File: src/rtl/cpr_pkg.sv
package cpr_pkg;

   // Geometry
   localparam int DOTS_PER_ROW = 1280;
   localparam int MIN_SWEEP    = 64;

   // Field and datapath widths
   localparam int TIME_W = 48;
   localparam int ROWS_W = 16;
   localparam int COL_W  = 12;
   localparam int REV_W  = 32;
   localparam int CFIX_W = 28;
   localparam int DIVN_W = 49;
   localparam int DIVD_W = 28;
   localparam int CSR_IDX_W = 3;
   localparam int CSR_DAT_W = 32;

   // Operation codes
   localparam logic [1:0] OP_ADVANCE    = 2'd0;
   localparam logic [1:0] OP_SET_TARGET = 2'd1;
   localparam logic [1:0] OP_RESTART    = 2'd2;
   localparam logic [1:0] OP_FAST_FWD   = 2'd3;

   // Register indexes
   localparam logic [CSR_IDX_W-1:0] CSR_DOT_RATE    = 3'd0;
   localparam logic [CSR_IDX_W-1:0] CSR_BLANK_RATE  = 3'd1;
   localparam logic [CSR_IDX_W-1:0] CSR_ROWS_PASS   = 3'd2;
   localparam logic [CSR_IDX_W-1:0] CSR_BACKLOG     = 3'd3;
   localparam logic [CSR_IDX_W-1:0] CSR_RESUME_GAP  = 3'd4;
   localparam logic [CSR_IDX_W-1:0] CSR_RESUME_STEP = 3'd5;

   // Register reset values
   localparam logic [31:0] DOT_RATE_RST    = 32'd65536000;
   localparam logic [31:0] BLANK_RATE_RST  = 32'd13107200;
   localparam logic [6:0]  ROWS_PASS_RST   = 7'd8;
   localparam logic [15:0] BACKLOG_RST     = 16'd64;
   localparam logic [31:0] RESUME_GAP_RST  = 32'd16384;
   localparam logic [31:0] RESUME_STEP_RST = 32'd1092;

   // Controller to datapath commands
   typedef struct packed {
      logic take;
      logic exec;
      logic mul_rate;
      logic mul_gain;
      logic blank;
      logic div1;
      logic div2;
      logic cap1;
      logic cap2;
      logic free;
      logic full;
      logic part;
      logic emit;
   } cmd_type;

   // Datapath to controller status
   typedef struct packed {
      logic is_adv;
      logic adv_go;
      logic ink;
      logic div_done;
      logic rpp_zero;
      logic q_ge_need;
      logic rsp_free;
   } sts_type;

endpackage

File: src/rtl/cpr_chan_if.sv
interface cpr_req_if import cpr_pkg::*; ();
   logic                valid;
   logic                ready;
   logic [1:0]          operation;
   logic [TIME_W-1:0]   now_time;
   logic                has_ink;
   logic signed [16:0]  goal_rows;
   logic [COL_W-1:0]    goal_width;
   logic signed [16:0]  start_rows;
   modport source(output valid, operation, now_time, has_ink, goal_rows, goal_width,
                  start_rows, input ready);
   modport sink(input valid, operation, now_time, has_ink, goal_rows, goal_width,
                start_rows, output ready);
endinterface

interface cpr_rsp_if import cpr_pkg::*; ();
   logic              valid;
   logic              ready;
   logic [ROWS_W-1:0] shown_rows;
   logic [COL_W-1:0]  head_column;
   logic [ROWS_W-1:0] goal_now;
   logic              caught_up;
   logic              left_to_right;
   modport source(output valid, shown_rows, head_column, goal_now, caught_up, left_to_right,
                  input ready);
   modport sink(input valid, shown_rows, head_column, goal_now, caught_up, left_to_right,
                output ready);
endinterface

interface cpr_csr_if import cpr_pkg::*; ();
   logic                 valid;
   logic                 ready;
   logic [CSR_IDX_W-1:0] index;
   logic [CSR_DAT_W-1:0] data;
   modport source(output valid, index, data, input ready);
   modport sink(input valid, index, data, output ready);
endinterface

File: src/rtl/cpr_div.sv
module cpr_div import cpr_pkg::*; (
   input  logic              clock,
   input  logic              reset,
   input  logic              start,
   input  logic [DIVN_W-1:0] dividend,
   input  logic [DIVD_W-1:0] divisor,
   output logic              done,
   output logic [DIVN_W-1:0] quotient,
   output logic [DIVD_W-1:0] remainder
);

   localparam int CNT_W = $clog2(DIVN_W + 1);

   logic [DIVN_W-1:0] quo_ff, quo_in;
   logic [DIVD_W-1:0] rem_ff, rem_in;
   logic [DIVD_W-1:0] dvs_ff, dvs_in;
   logic [CNT_W-1:0]  cnt_ff, cnt_in;
   logic              busy_ff, busy_in;
   logic              done_ff, done_in;
   logic [DIVD_W:0]   trial;
   logic              fits;

   // One restoring step a cycle, quotient bits shift in behind the dividend
   always_comb begin
      trial   = {rem_ff, quo_ff[DIVN_W-1]};
      fits    = trial >= {1'b0, dvs_ff};
      quo_in  = quo_ff;
      rem_in  = rem_ff;
      dvs_in  = dvs_ff;
      cnt_in  = cnt_ff;
      busy_in = busy_ff;
      done_in = done_ff;
      if (start) begin
         quo_in  = dividend;
         rem_in  = '0;
         dvs_in  = divisor;
         cnt_in  = CNT_W'(DIVN_W);
         busy_in = 1'b1;
         done_in = 1'b0;
      end else if (busy_ff) begin
         quo_in = {quo_ff[DIVN_W-2:0], fits};
         rem_in = fits ? DIVD_W'(trial - {1'b0, dvs_ff}) : trial[DIVD_W-1:0];
         cnt_in = cnt_ff - 1'b1;
         if (cnt_ff == CNT_W'(1)) begin
            busy_in = 1'b0;
            done_in = 1'b1;
         end
      end
   end

   always_ff @(posedge clock) begin
      quo_ff <= quo_in;
      rem_ff <= rem_in;
      dvs_ff <= dvs_in;
      cnt_ff <= cnt_in;
      if (reset) begin
         busy_ff <= 1'b0;
         done_ff <= 1'b0;
      end else begin
         busy_ff <= busy_in;
         done_ff <= done_in;
      end
   end

   assign done      = done_ff;
   assign quotient  = quo_ff;
   assign remainder = rem_ff;

endmodule

File: src/rtl/cpr_datapath.sv
module cpr_datapath import cpr_pkg::*; (
   input  logic                 clock,
   input  logic                 reset,
   input  cmd_type              cmd,
   output sts_type              sts,
   input  logic [1:0]           req_operation,
   input  logic [TIME_W-1:0]    req_now_time,
   input  logic                 req_has_ink,
   input  logic signed [16:0]   req_goal_rows,
   input  logic [COL_W-1:0]     req_goal_width,
   input  logic signed [16:0]   req_start_rows,
   input  logic                 csr_valid,
   input  logic [CSR_IDX_W-1:0] csr_index,
   input  logic [CSR_DAT_W-1:0] csr_data,
   input  logic                 rsp_ready,
   output logic                 rsp_valid,
   output logic [ROWS_W-1:0]    rsp_shown_rows,
   output logic [COL_W-1:0]     rsp_head_column,
   output logic [ROWS_W-1:0]    rsp_goal_now,
   output logic                 rsp_caught_up,
   output logic                 rsp_left_to_right
);

   localparam logic [COL_W-1:0] MIN_W  = COL_W'(MIN_SWEEP);
   localparam logic [COL_W-1:0] DOTS_W = COL_W'(DOTS_PER_ROW);

   // Configuration
   logic [31:0] dot_rate_ff, dot_rate_in, blank_rate_ff, blank_rate_in;
   logic [6:0]  rpp_ff, rpp_in;
   logic [15:0] backlog_ff, backlog_in;
   logic [31:0] gap_lim_ff, gap_lim_in, step_ff, step_in;

   // Latched item
   logic [1:0]         op_ff;
   logic [TIME_W-1:0]  now_ff;
   logic               ink_ff;
   logic signed [16:0] grows_ff, srows_ff;
   logic [COL_W-1:0]   gwidth_ff;

   // Pacer state
   logic [TIME_W-1:0] prior_ff, prior_in;
   logic              started_ff, started_in;
   logic [REV_W-1:0]  revealed_ff, revealed_in;
   logic [CFIX_W-1:0] column_ff, column_in;
   logic [ROWS_W-1:0] goal_ff, goal_in;
   logic [COL_W-1:0]  span_ff, span_in;
   logic              jump_ff, jump_in, dir_ff, dir_in;

   // Work registers
   logic [31:0]       dt_ff, dt_in;
   logic [63:0]       prod_ff, prod_in;
   logic [DIVN_W-1:0] q1_ff, q1_in;
   logic [DIVD_W-1:0] r1_ff, r1_in;
   logic [16:0]       need_ff, need_in;

   // Result register
   logic              rv_ff, rv_in;
   logic [ROWS_W-1:0] shown_ff, shown_in, gout_ff, gout_in;
   logic [COL_W-1:0]  hcol_ff, hcol_in;
   logic              caught_ff, caught_in, ltr_ff, ltr_in;

   // Combinational helpers
   logic [REV_W-1:0]  goal_fix, remaining, backlog_fix, part_sum;
   logic [CFIX_W-1:0] span_fix;
   logic              caught_fix, jump_now;
   logic [TIME_W-1:0] prior_eff, gap;
   logic [31:0]       dt_val, mul_a, mul_b;
   logic [ROWS_W-1:0] grows_nn, srows_nn, rows_cut;
   logic [COL_W-1:0]  width_cl, col_cut;
   logic [DIVN_W-1:0] blank_sum, col_sum, div_n;
   logic [DIVD_W-1:0] div_d;
   logic              div_start, div_done;
   logic [DIVN_W-1:0] div_q;
   logic [DIVD_W-1:0] div_r;
   logic [16:0]       need_val;
   logic              q_ge_need, q_gt_need;

   cpr_div u_div (
      .clock     (clock),
      .reset     (reset),
      .start     (div_start),
      .dividend  (div_n),
      .divisor   (div_d),
      .done      (div_done),
      .quotient  (div_q),
      .remainder (div_r)
   );

   // Shared figures
   always_comb begin
      goal_fix    = {goal_ff, 16'd0};
      span_fix    = {span_ff, 16'd0};
      remaining   = goal_fix - revealed_ff;
      backlog_fix = {backlog_ff, 16'd0};
      caught_fix  = revealed_ff >= goal_fix;
      jump_now    = jump_ff || (remaining > backlog_fix);
      prior_eff   = started_ff ? prior_ff : now_ff;
      gap         = (now_ff >= prior_eff) ? (now_ff - prior_eff) : '0;
      dt_val      = (gap > {16'd0, gap_lim_ff}) ? step_ff : gap[31:0];
      grows_nn    = grows_ff[16] ? '0 : grows_ff[15:0];
      srows_nn    = srows_ff[16] ? '0 : srows_ff[15:0];
      if (gwidth_ff < MIN_W) width_cl = MIN_W;
      else if (gwidth_ff > DOTS_W) width_cl = DOTS_W;
      else width_cl = gwidth_ff;
      blank_sum = {17'd0, revealed_ff} + {1'b0, prod_ff[63:16]};
      col_sum   = {21'd0, column_ff} + {1'b0, prod_ff[63:16]};
      part_sum  = revealed_ff + {prod_ff[15:0], 16'd0};
      need_val  = {1'b0, div_q[15:0]}
                + 17'((div_r != '0) || (remaining[15:0] != 16'd0));
      q_ge_need = q1_ff >= {32'd0, need_ff};
      q_gt_need = q1_ff > {32'd0, need_ff};
      rows_cut  = (revealed_ff[31:16] > goal_ff) ? goal_ff : revealed_ff[31:16];
      col_cut   = (column_ff[27:16] > span_ff) ? span_ff : column_ff[27:16];
   end

   // Multiplier and divider operand selection
   always_comb begin
      mul_a = cmd.mul_gain ? q1_ff[31:0] : (ink_ff ? dot_rate_ff : blank_rate_ff);
      mul_b = cmd.mul_gain ? {25'd0, rpp_ff} : dt_ff;
      prod_in   = mul_a * mul_b;
      div_start = cmd.div1 | cmd.div2;
      div_n     = cmd.div2 ? {33'd0, remaining[31:16]} : col_sum;
      div_d     = cmd.div2 ? {21'd0, rpp_ff} : span_fix;
   end

   // Configuration writes
   always_comb begin
      dot_rate_in   = dot_rate_ff;
      blank_rate_in = blank_rate_ff;
      rpp_in        = rpp_ff;
      backlog_in    = backlog_ff;
      gap_lim_in    = gap_lim_ff;
      step_in       = step_ff;
      if (csr_valid) begin
         case (csr_index)
            CSR_DOT_RATE:    dot_rate_in   = csr_data;
            CSR_BLANK_RATE:  blank_rate_in = csr_data;
            CSR_ROWS_PASS:   rpp_in        = csr_data[6:0];
            CSR_BACKLOG:     backlog_in    = csr_data[15:0];
            CSR_RESUME_GAP:  gap_lim_in    = csr_data;
            CSR_RESUME_STEP: step_in       = csr_data;
            default:         ;
         endcase
      end
   end

   // Pacer state update
   always_comb begin
      prior_in    = prior_ff;
      started_in  = started_ff;
      revealed_in = revealed_ff;
      column_in   = column_ff;
      goal_in     = goal_ff;
      span_in     = span_ff;
      jump_in     = jump_ff;
      dir_in      = dir_ff;
      dt_in       = dt_ff;
      q1_in       = q1_ff;
      r1_in       = r1_ff;
      need_in     = need_ff;
      if (cmd.exec) begin
         case (op_ff)
            OP_ADVANCE: begin
               prior_in   = now_ff;
               started_in = 1'b1;
               dt_in      = dt_val;
               if (caught_fix) begin
                  revealed_in = goal_fix;
               end else if (jump_now) begin
                  revealed_in = goal_fix;
                  column_in   = '0;
                  jump_in     = 1'b0;
               end
            end
            OP_SET_TARGET: begin
               goal_in = grows_nn;
               span_in = width_cl;
               if (column_ff > {width_cl, 16'd0}) column_in = {width_cl, 16'd0};
               if (revealed_ff > {grows_nn, 16'd0}) begin
                  revealed_in = {grows_nn, 16'd0};
                  column_in   = '0;
               end
            end
            OP_RESTART: begin
               prior_in    = now_ff;
               revealed_in = {srows_nn, 16'd0};
               column_in   = '0;
               started_in  = 1'b1;
               jump_in     = 1'b0;
               dir_in      = 1'b1;
               if (goal_ff < srows_nn) goal_in = srows_nn;
            end
            OP_FAST_FWD: jump_in = 1'b1;
            default:     ;
         endcase
      end
      if (cmd.blank) begin
         revealed_in = (blank_sum < {17'd0, goal_fix}) ? blank_sum[REV_W-1:0] : goal_fix;
      end
      if (cmd.cap1) begin
         q1_in = div_q;
         r1_in = div_r;
      end
      if (cmd.cap2) need_in = need_val;
      // No rows per pass: keep the remainder and flip once per pass
      if (cmd.free) begin
         column_in = r1_ff;
         dir_in    = dir_ff ^ q1_ff[0];
      end
      // Enough passes to reach the target
      if (cmd.full) begin
         revealed_in = goal_fix;
         column_in   = q_gt_need ? span_fix : r1_ff;
         dir_in      = dir_ff ^ need_ff[0];
      end
      if (cmd.part) begin
         revealed_in = part_sum;
         column_in   = r1_ff;
         dir_in      = dir_ff ^ q1_ff[0];
      end
   end

   // Result register: load on emit, drop on transfer
   always_comb begin
      rv_in     = rv_ff;
      shown_in  = shown_ff;
      hcol_in   = hcol_ff;
      gout_in   = gout_ff;
      caught_in = caught_ff;
      ltr_in    = ltr_ff;
      if (rv_ff && rsp_ready) rv_in = 1'b0;
      if (cmd.emit) begin
         rv_in     = 1'b1;
         shown_in  = rows_cut;
         hcol_in   = col_cut;
         gout_in   = goal_ff;
         caught_in = rows_cut >= goal_ff;
         ltr_in    = dir_ff;
      end
   end

   always_ff @(posedge clock) begin
      prod_ff <= (cmd.mul_rate || cmd.mul_gain) ? prod_in : prod_ff;
      dt_ff   <= dt_in;
      q1_ff   <= q1_in;
      r1_ff   <= r1_in;
      need_ff <= need_in;
      shown_ff  <= shown_in;
      hcol_ff   <= hcol_in;
      gout_ff   <= gout_in;
      caught_ff <= caught_in;
      ltr_ff    <= ltr_in;
      if (cmd.take) begin
         op_ff     <= req_operation;
         now_ff    <= req_now_time;
         ink_ff    <= req_has_ink;
         grows_ff  <= req_goal_rows;
         gwidth_ff <= req_goal_width;
         srows_ff  <= req_start_rows;
      end
      if (reset) begin
         dot_rate_ff   <= DOT_RATE_RST;
         blank_rate_ff <= BLANK_RATE_RST;
         rpp_ff        <= ROWS_PASS_RST;
         backlog_ff    <= BACKLOG_RST;
         gap_lim_ff    <= RESUME_GAP_RST;
         step_ff       <= RESUME_STEP_RST;
         prior_ff      <= '0;
         started_ff    <= 1'b0;
         revealed_ff   <= '0;
         column_ff     <= '0;
         goal_ff       <= '0;
         span_ff       <= DOTS_W;
         jump_ff       <= 1'b0;
         dir_ff        <= 1'b1;
         rv_ff         <= 1'b0;
      end else begin
         dot_rate_ff   <= dot_rate_in;
         blank_rate_ff <= blank_rate_in;
         rpp_ff        <= rpp_in;
         backlog_ff    <= backlog_in;
         gap_lim_ff    <= gap_lim_in;
         step_ff       <= step_in;
         prior_ff      <= prior_in;
         started_ff    <= started_in;
         revealed_ff   <= revealed_in;
         column_ff     <= column_in;
         goal_ff       <= goal_in;
         span_ff       <= span_in;
         jump_ff       <= jump_in;
         dir_ff        <= dir_in;
         rv_ff         <= rv_in;
      end
   end

   always_comb begin
      sts.is_adv    = op_ff == OP_ADVANCE;
      sts.adv_go    = !caught_fix && !jump_now;
      sts.ink       = ink_ff;
      sts.div_done  = div_done;
      sts.rpp_zero  = rpp_ff == 7'd0;
      sts.q_ge_need = q_ge_need;
      sts.rsp_free  = !rv_ff || rsp_ready;
   end

   assign rsp_valid         = rv_ff;
   assign rsp_shown_rows    = shown_ff;
   assign rsp_head_column   = hcol_ff;
   assign rsp_goal_now      = gout_ff;
   assign rsp_caught_up     = caught_ff;
   assign rsp_left_to_right = ltr_ff;

endmodule

File: src/rtl/cpr_ctrl.sv
module cpr_ctrl import cpr_pkg::*; (
   input  logic    clock,
   input  logic    reset,
   input  logic    req_valid,
   output logic    req_ready,
   input  sts_type sts,
   output cmd_type cmd
);

   localparam logic [3:0] ST_IDLE  = 4'd0;
   localparam logic [3:0] ST_EXEC  = 4'd1;
   localparam logic [3:0] ST_MUL   = 4'd2;
   localparam logic [3:0] ST_BLANK = 4'd3;
   localparam logic [3:0] ST_COL   = 4'd4;
   localparam logic [3:0] ST_DIV1  = 4'd5;
   localparam logic [3:0] ST_CHK1  = 4'd6;
   localparam logic [3:0] ST_DIV2  = 4'd7;
   localparam logic [3:0] ST_CHK2  = 4'd8;
   localparam logic [3:0] ST_GAIN  = 4'd9;
   localparam logic [3:0] ST_EMIT  = 4'd10;

   logic [3:0] state_ff, state_in;

   // Sequence one item through the datapath
   always_comb begin
      state_in  = state_ff;
      cmd       = '0;
      req_ready = 1'b0;
      case (state_ff)
         ST_IDLE: begin
            req_ready = 1'b1;
            if (req_valid) begin
               cmd.take = 1'b1;
               state_in = ST_EXEC;
            end
         end
         ST_EXEC: begin
            cmd.exec = 1'b1;
            state_in = (sts.is_adv && sts.adv_go) ? ST_MUL : ST_EMIT;
         end
         ST_MUL: begin
            cmd.mul_rate = 1'b1;
            state_in     = sts.ink ? ST_COL : ST_BLANK;
         end
         ST_BLANK: begin
            cmd.blank = 1'b1;
            state_in  = ST_EMIT;
         end
         ST_COL: begin
            cmd.div1 = 1'b1;
            state_in = ST_DIV1;
         end
         ST_DIV1: begin
            if (sts.div_done) begin
               cmd.cap1 = 1'b1;
               state_in = ST_CHK1;
            end
         end
         ST_CHK1: begin
            if (sts.rpp_zero) begin
               cmd.free = 1'b1;
               state_in = ST_EMIT;
            end else begin
               cmd.div2 = 1'b1;
               state_in = ST_DIV2;
            end
         end
         ST_DIV2: begin
            if (sts.div_done) begin
               cmd.cap2 = 1'b1;
               state_in = ST_CHK2;
            end
         end
         ST_CHK2: begin
            if (sts.q_ge_need) begin
               cmd.full = 1'b1;
               state_in = ST_EMIT;
            end else begin
               cmd.mul_gain = 1'b1;
               state_in     = ST_GAIN;
            end
         end
         ST_GAIN: begin
            cmd.part = 1'b1;
            state_in = ST_EMIT;
         end
         ST_EMIT: begin
            if (sts.rsp_free) begin
               cmd.emit = 1'b1;
               state_in = ST_IDLE;
            end
         end
         default: state_in = ST_IDLE;
      endcase
   end

   always_ff @(posedge clock) begin
      if (reset) state_ff <= ST_IDLE;
      else state_ff <= state_in;
   end

endmodule

File: src/rtl/print_carriage_reveal_pacer_top.sv
// Print carriage reveal pacer.
// req_chan carries one operation (advance, set target, restart, fast forward)
// per transfer; rsp_chan returns exactly one status item for every operation,
// taken after the update. csr_chan writes the six rate and limit registers and
// is always ready; write it only while no operation is in flight.
// Set target, restart, fast forward and an advance that is caught up or jumps
// go from the update straight to the result register; an advance over a blank
// band adds a rate multiply and a blank step. An inked advance multiplies by
// the rate, then runs the shared one-bit-a-cycle divider for the column and,
// with rows per pass set, for the passes that the target needs; if fewer
// passes are made, a gain multiply and a partial step follow.
// One item is worked at a time; req_chan is ready only while the sequencer is
// idle, from the cycle after the previous result is loaded. A finished result
// sits in the output register until taken; a stalled receiver holds the next
// result in the sequencer and with it the request after that.
// Reset (synchronous) clears the pacer state, loads the register defaults and
// drops any result waiting on rsp_chan.
module print_carriage_reveal_pacer_top import cpr_pkg::*; (
   input  logic      clock,
   input  logic      reset,
   cpr_req_if.sink   req_chan,
   cpr_rsp_if.source rsp_chan,
   cpr_csr_if.sink   csr_chan
);

   cmd_type cmd;
   sts_type sts;

   assign csr_chan.ready = 1'b1;

   cpr_ctrl u_ctrl (
      .clock     (clock),
      .reset     (reset),
      .req_valid (req_chan.valid),
      .req_ready (req_chan.ready),
      .sts       (sts),
      .cmd       (cmd)
   );

   cpr_datapath u_datapath (
      .clock             (clock),
      .reset             (reset),
      .cmd               (cmd),
      .sts               (sts),
      .req_operation     (req_chan.operation),
      .req_now_time      (req_chan.now_time),
      .req_has_ink       (req_chan.has_ink),
      .req_goal_rows     (req_chan.goal_rows),
      .req_goal_width    (req_chan.goal_width),
      .req_start_rows    (req_chan.start_rows),
      .csr_valid         (csr_chan.valid),
      .csr_index         (csr_chan.index),
      .csr_data          (csr_chan.data),
      .rsp_ready         (rsp_chan.ready),
      .rsp_valid         (rsp_chan.valid),
      .rsp_shown_rows    (rsp_chan.shown_rows),
      .rsp_head_column   (rsp_chan.head_column),
      .rsp_goal_now      (rsp_chan.goal_now),
      .rsp_caught_up     (rsp_chan.caught_up),
      .rsp_left_to_right (rsp_chan.left_to_right)
   );

endmodule

File: src/flat_wrapper.sv
// flat-port wrapper written by rule: the top's interface ports become plain ports
module print_carriage_reveal_pacer_top_flat import cpr_pkg::*;
  (clock, reset, req_chan_valid, req_chan_operation, req_chan_now_time, req_chan_has_ink, req_chan_goal_rows, req_chan_goal_width, req_chan_start_rows, req_chan_ready, rsp_chan_valid, rsp_chan_shown_rows, rsp_chan_head_column, rsp_chan_goal_now, rsp_chan_caught_up, rsp_chan_left_to_right, rsp_chan_ready, csr_chan_valid, csr_chan_index, csr_chan_data, csr_chan_ready);
  cpr_req_if req_chan_i ();
  cpr_rsp_if rsp_chan_i ();
  cpr_csr_if csr_chan_i ();
  input  logic clock;
  input  logic reset;
  input wire logic [$bits(req_chan_i.valid)-1:0] req_chan_valid;
  input wire logic [$bits(req_chan_i.operation)-1:0] req_chan_operation;
  input wire logic [$bits(req_chan_i.now_time)-1:0] req_chan_now_time;
  input wire logic [$bits(req_chan_i.has_ink)-1:0] req_chan_has_ink;
  input wire logic [$bits(req_chan_i.goal_rows)-1:0] req_chan_goal_rows;
  input wire logic [$bits(req_chan_i.goal_width)-1:0] req_chan_goal_width;
  input wire logic [$bits(req_chan_i.start_rows)-1:0] req_chan_start_rows;
  output wire logic [$bits(req_chan_i.ready)-1:0] req_chan_ready;
  output wire logic [$bits(rsp_chan_i.valid)-1:0] rsp_chan_valid;
  output wire logic [$bits(rsp_chan_i.shown_rows)-1:0] rsp_chan_shown_rows;
  output wire logic [$bits(rsp_chan_i.head_column)-1:0] rsp_chan_head_column;
  output wire logic [$bits(rsp_chan_i.goal_now)-1:0] rsp_chan_goal_now;
  output wire logic [$bits(rsp_chan_i.caught_up)-1:0] rsp_chan_caught_up;
  output wire logic [$bits(rsp_chan_i.left_to_right)-1:0] rsp_chan_left_to_right;
  input wire logic [$bits(rsp_chan_i.ready)-1:0] rsp_chan_ready;
  input wire logic [$bits(csr_chan_i.valid)-1:0] csr_chan_valid;
  input wire logic [$bits(csr_chan_i.index)-1:0] csr_chan_index;
  input wire logic [$bits(csr_chan_i.data)-1:0] csr_chan_data;
  output wire logic [$bits(csr_chan_i.ready)-1:0] csr_chan_ready;
  assign req_chan_i.valid = req_chan_valid;
  assign req_chan_i.operation = req_chan_operation;
  assign req_chan_i.now_time = req_chan_now_time;
  assign req_chan_i.has_ink = req_chan_has_ink;
  assign req_chan_i.goal_rows = req_chan_goal_rows;
  assign req_chan_i.goal_width = req_chan_goal_width;
  assign req_chan_i.start_rows = req_chan_start_rows;
  assign req_chan_ready = req_chan_i.ready;
  assign rsp_chan_valid = rsp_chan_i.valid;
  assign rsp_chan_shown_rows = rsp_chan_i.shown_rows;
  assign rsp_chan_head_column = rsp_chan_i.head_column;
  assign rsp_chan_goal_now = rsp_chan_i.goal_now;
  assign rsp_chan_caught_up = rsp_chan_i.caught_up;
  assign rsp_chan_left_to_right = rsp_chan_i.left_to_right;
  assign rsp_chan_i.ready = rsp_chan_ready;
  assign csr_chan_i.valid = csr_chan_valid;
  assign csr_chan_i.index = csr_chan_index;
  assign csr_chan_i.data = csr_chan_data;
  assign csr_chan_ready = csr_chan_i.ready;
  print_carriage_reveal_pacer_top u_core (.clock(clock), .reset(reset), .req_chan(req_chan_i), .rsp_chan(rsp_chan_i), .csr_chan(csr_chan_i));
endmodule
File: config.mk
export PLATFORM = sky130hd
export DESIGN_NAME = print_carriage_reveal_pacer_top_flat
export DESIGN_NICKNAME = d
export VERILOG_FILES = /design/src/rtl/cpr_pkg.sv /design/src/rtl/cpr_chan_if.sv /design/src/rtl/cpr_div.sv /design/src/rtl/cpr_datapath.sv /design/src/rtl/cpr_ctrl.sv /design/src/rtl/print_carriage_reveal_pacer_top.sv /design/src/flat_wrapper.sv
export SDC_FILE = /design/constraint.sdc
export NUM_CORES = 2
export LEC_CHECK = 0
export ABC_AREA = 0
export BUFFER_PORTS_ARGS = -buffer_cell sky130_fd_sc_hd__buf_2
export CAP_MARGIN = 10
export CORE_UTILIZATION = 58
export DETAILED_ROUTE_END_ITERATION = 12
export HOLD_SLACK_MARGIN = 0.02
export PLACE_DENSITY = 0.75
export SKIP_LAST_GASP = 1
export SLEW_MARGIN = 5
export SYNTH_ARGS = -nofsm -noshare
export SYNTH_HDL_FRONTEND = slang
export SYNTH_SLANG_ARGS = --single-unit
File: constraint.sdc
create_clock -name clock -period 14.1 [get_ports clock]
set_input_delay 2.82 -clock clock [delete_from_list [all_inputs] [get_ports clock]]
set_output_delay 2.82 -clock clock [all_outputs]
set_load 0.01 [all_outputs]
==> metrics <==
Synth async-reset ratio 0; sequential area share after synthesis 0.252; pwr dens 279 nW/um^2; period utilisation layout 0.815; HP Class reg2reg; vias in the first global route 60395; FP Rows 130; most used cell, CP fa_1; critical path's slowest cell fa_1; Setup Skew 50.0 ps; chip height 359 um; placed cell area 76600 sq um; Design Area, Final 79200 sq um; post-cts resize count 0; final hold violations 0; Initial Util 0.587; final net count 9868; reg2reg path depth 37; FF+latch area 18700 sq um; die width 359 um; drt via density 6.10; post-CTS setup buffer count 0; Max Cap Viol 0; via count 60646; TNS Setup 0 ps; worst setup path class reg2reg; unrepaired setup endpoints after global routing no; Critical Path Start Type register; I/O pin count 186; maximum fanout along the worst path 43; TritonCTS clock tree done; Tmin final 11490 ps; DRC 0; Critical Path RT 14510 ps; Worst Hold Depth 0; VDD IR max 0.466 mV; clock latency on the worst-skew pair 690 ps; largest net degree at the start of global routing 108; Max Clock Freq 87.0 MHz; Post-CTS Hold Fix Bufs 0; Area growth syn-to-layout 7.05%; CTS root buf clkbuf_16; number of flops mapped to enable cells by yosys 401; DIE AREA 129000 sq um; pre-CTS setup slack 2610 ps; Final Util 0.629; synthesized flop and latch total 732; Cell variety after synth 88; Yosys warning count 0; Mapped Avg Cell Area 9.00 sq um; Placed Cells 9804; LEAKAGE 36.3 nW; nature of the critical path endpoint register; # port buffers 184; Post-Syn Instances 8227; Final WS setup 2610 ps; Total Routing Usage GR 0.358; area of the mapped netlist 74000 sq um; remaining global-route overflow 0; Slew headroom 0.157; HP Start u_core.u_datapath.u_div.quotient[26]$_DFFE_PP_; final WL 231 mm; DR WL/cell 23.2 um; H-tree levels 3; CP arrival 11900 ps; r2r startpoint u_core.u_datapath.q1_ff[1]$_DFFE_PP_; hold path endpoint u_core.u_datapath.q1_ff[26]$_DFFE_PP_; Critical Path Max Stage Delay 550 ps; non-filler cells, final 9949; FF-to-FF End u_core.u_datapath.prod_ff[57]$_DFFE_PP_; CTS clk-pin slew, worst paths 70 ps; GP Congestion 1.01; area of the core 126000 sq um; final-report setup violation count 0; Final Slew Violations 0; pin slew with the least headroom to its limit 1260 ps; Fillers 10511; post-detail-place hpwl 181 mm; initial antenna violation count 9; deepest clock path buffer count 3; R2R Setup Slk 2610 ps; Routed Antenna Nets 0; multi-input logic area 49900 sq um; top_reg_cell synth edfxtp_1; CTS Buf Count 74; Clock Sinks 732; drt pass-1 iters 8; layout cells sized above 1 0.0657; status completed; DR iter-0 viols 6184; first-pass GRT wire length 354 mm
## report_power, final
part           internal [W]  leakage [nW]  switching, W  total (W)
clock               0.00117          1.23      0.000910    0.00208
combinational       0.00611          28.7        0.0102     0.0164
sequential          0.00317          6.39      0.000478    0.00364
## critical path, delay by kind of cell, from the launching register on
| family | cells | cell delay (ps) |
|---|---|---|
| adders and majority gates | 10 | 4800 |
| AOI/OAI and AO/OA | 15 | 3550 |
| and+or+nand+nor | 5 | 1410 |
| buffers and inverters | 6 | 910 |
| DFF | 1 | 410 |
| xor gates and xnor gates | 1 | 80 |
## metrics by stage
step,total power [W],hold WS [ps]
4_1_cts,0.0218,430
2_1_floorplan,0.0146,406
5_1_grt,0.0237,444
6_report,0.0221,429
3_3_place_gp,0.0194,433
3_5_place_dp,0.0196,435
## area by class of cell
| type | instances | share of cell area |
|---|---|---|
| Clock inverter | 45 | 0.00636 |
| Inverter | 1142 | 0.0541 |
| Multi-Input combinational cell | 5985 | 0.629 |
| Sequential cell | 732 | 0.236 |
| Timing Repair Buffer | 299 | 0.0230 |
| Tap cell | 1650 | 0.0261 |
| Clock buffer | 91 | 0.0256 |
| Antenna cell | 5 | 0.000158 |
## cell usage in the layout (no fill, tap or decap), types with 145 or more instances in the layout
master,count
mux2i_1,158
o21ai_0,240
fa_1,901
a21oi_1,511
nor2_1,912
xnor2_1,145
dfxtp_1,329
inv_1,1141
a21o_1,154
nand2_1,1173
edfxtp_1,401
ha_1,596
buf_2,183
## synthesized netlist by cell type (all sizes together), types with 73 or more instances
cell type  count  area (sq um)
nor2         914          3430
mux2i        183          1830
nor3          73           365
a21oi        513          2570
fa           901         18000
inv         1141          4280
o21ai        262          1320
nand2b        77           482
edfxtp       401         12000
nand3        115           576
dfxtp        331          6630
a21o         154          1160
nand4         77           503
clkbuf       319          1200
xor2          84           736
ha           596          7460
xnor2        145          1270
nand2       1174          4410
## flip-flops by register name, indices dropped and copies added (netlist names), 32 cells and up
name                              cells
u_core.u_datapath.step_ff            32
u_core.u_datapath.revealed_ff        32
u_core.u_datapath.gap_lim_ff         32
u_core.u_datapath.blank_rate_ff      32
u_core.u_datapath.now_ff             48
u_core.u_datapath.q1_ff              49
u_core.u_datapath.prior_ff           48
u_core.u_datapath.dot_rate_ff        32
u_core.u_datapath.prod_ff            64
u_core.u_datapath.dt_ff              32
u_core.u_datapath.u_div.quotient     49
## routing by layer
| metal | global-route usage | vias to the layer above | share of wire |
|---|---|---|---|
| met5 | 0 | - | 0.000056 |
| met3 | 0.0867 | 612 | 0.11 |
| met4 | 0.163 | 2 | 0.054 |
| met1 | 0.472 | 30073 | 0.39 |
| li1 | - | 26914 | - |
| met2 | 0.559 | 3045 | 0.45 |
## worst max-delay path by stage
stage,depth (start not counted),endpoint,slack (ps),from
floorplan,39,u_core.u_datapath.prod_ff[56]$_DFFE_PP_,4260,u_core.u_datapath.q1_ff[1]$_DFFE_PP_
global route,37,u_core.u_datapath.prod_ff[57]$_DFFE_PP_,2090,u_core.u_datapath.q1_ff[1]$_DFFE_PP_
detailed placement,36,u_core.u_datapath.prod_ff[56]$_DFFE_PP_,2610,u_core.u_datapath.q1_ff[1]$_DFFE_PP_
CTS,36,u_core.u_datapath.prod_ff[56]$_DFFE_PP_,2580,u_core.u_datapath.q1_ff[1]$_DFFE_PP_
global placement,36,u_core.u_datapath.prod_ff[56]$_DFFE_PP_,2920,u_core.u_datapath.q1_ff[1]$_DFFE_PP_
finish,37,u_core.u_datapath.prod_ff[57]$_DFFE_PP_,2610,u_core.u_datapath.q1_ff[1]$_DFFE_PP_
## cell families after synthesis
logic type / count (synthesis) / synth area share
flops: 732 / 0.252
compound gates: 1310 / 0.109
simple gates: 2715 / 0.158
mux: 232 / 0.0323
other cells: 1 / 0.0000507
xor+xnor: 229 / 0.0271
buf+inv: 1511 / 0.0774
fa+ha+maj: 1497 / 0.344
Power figures use the tool's default switching activity.
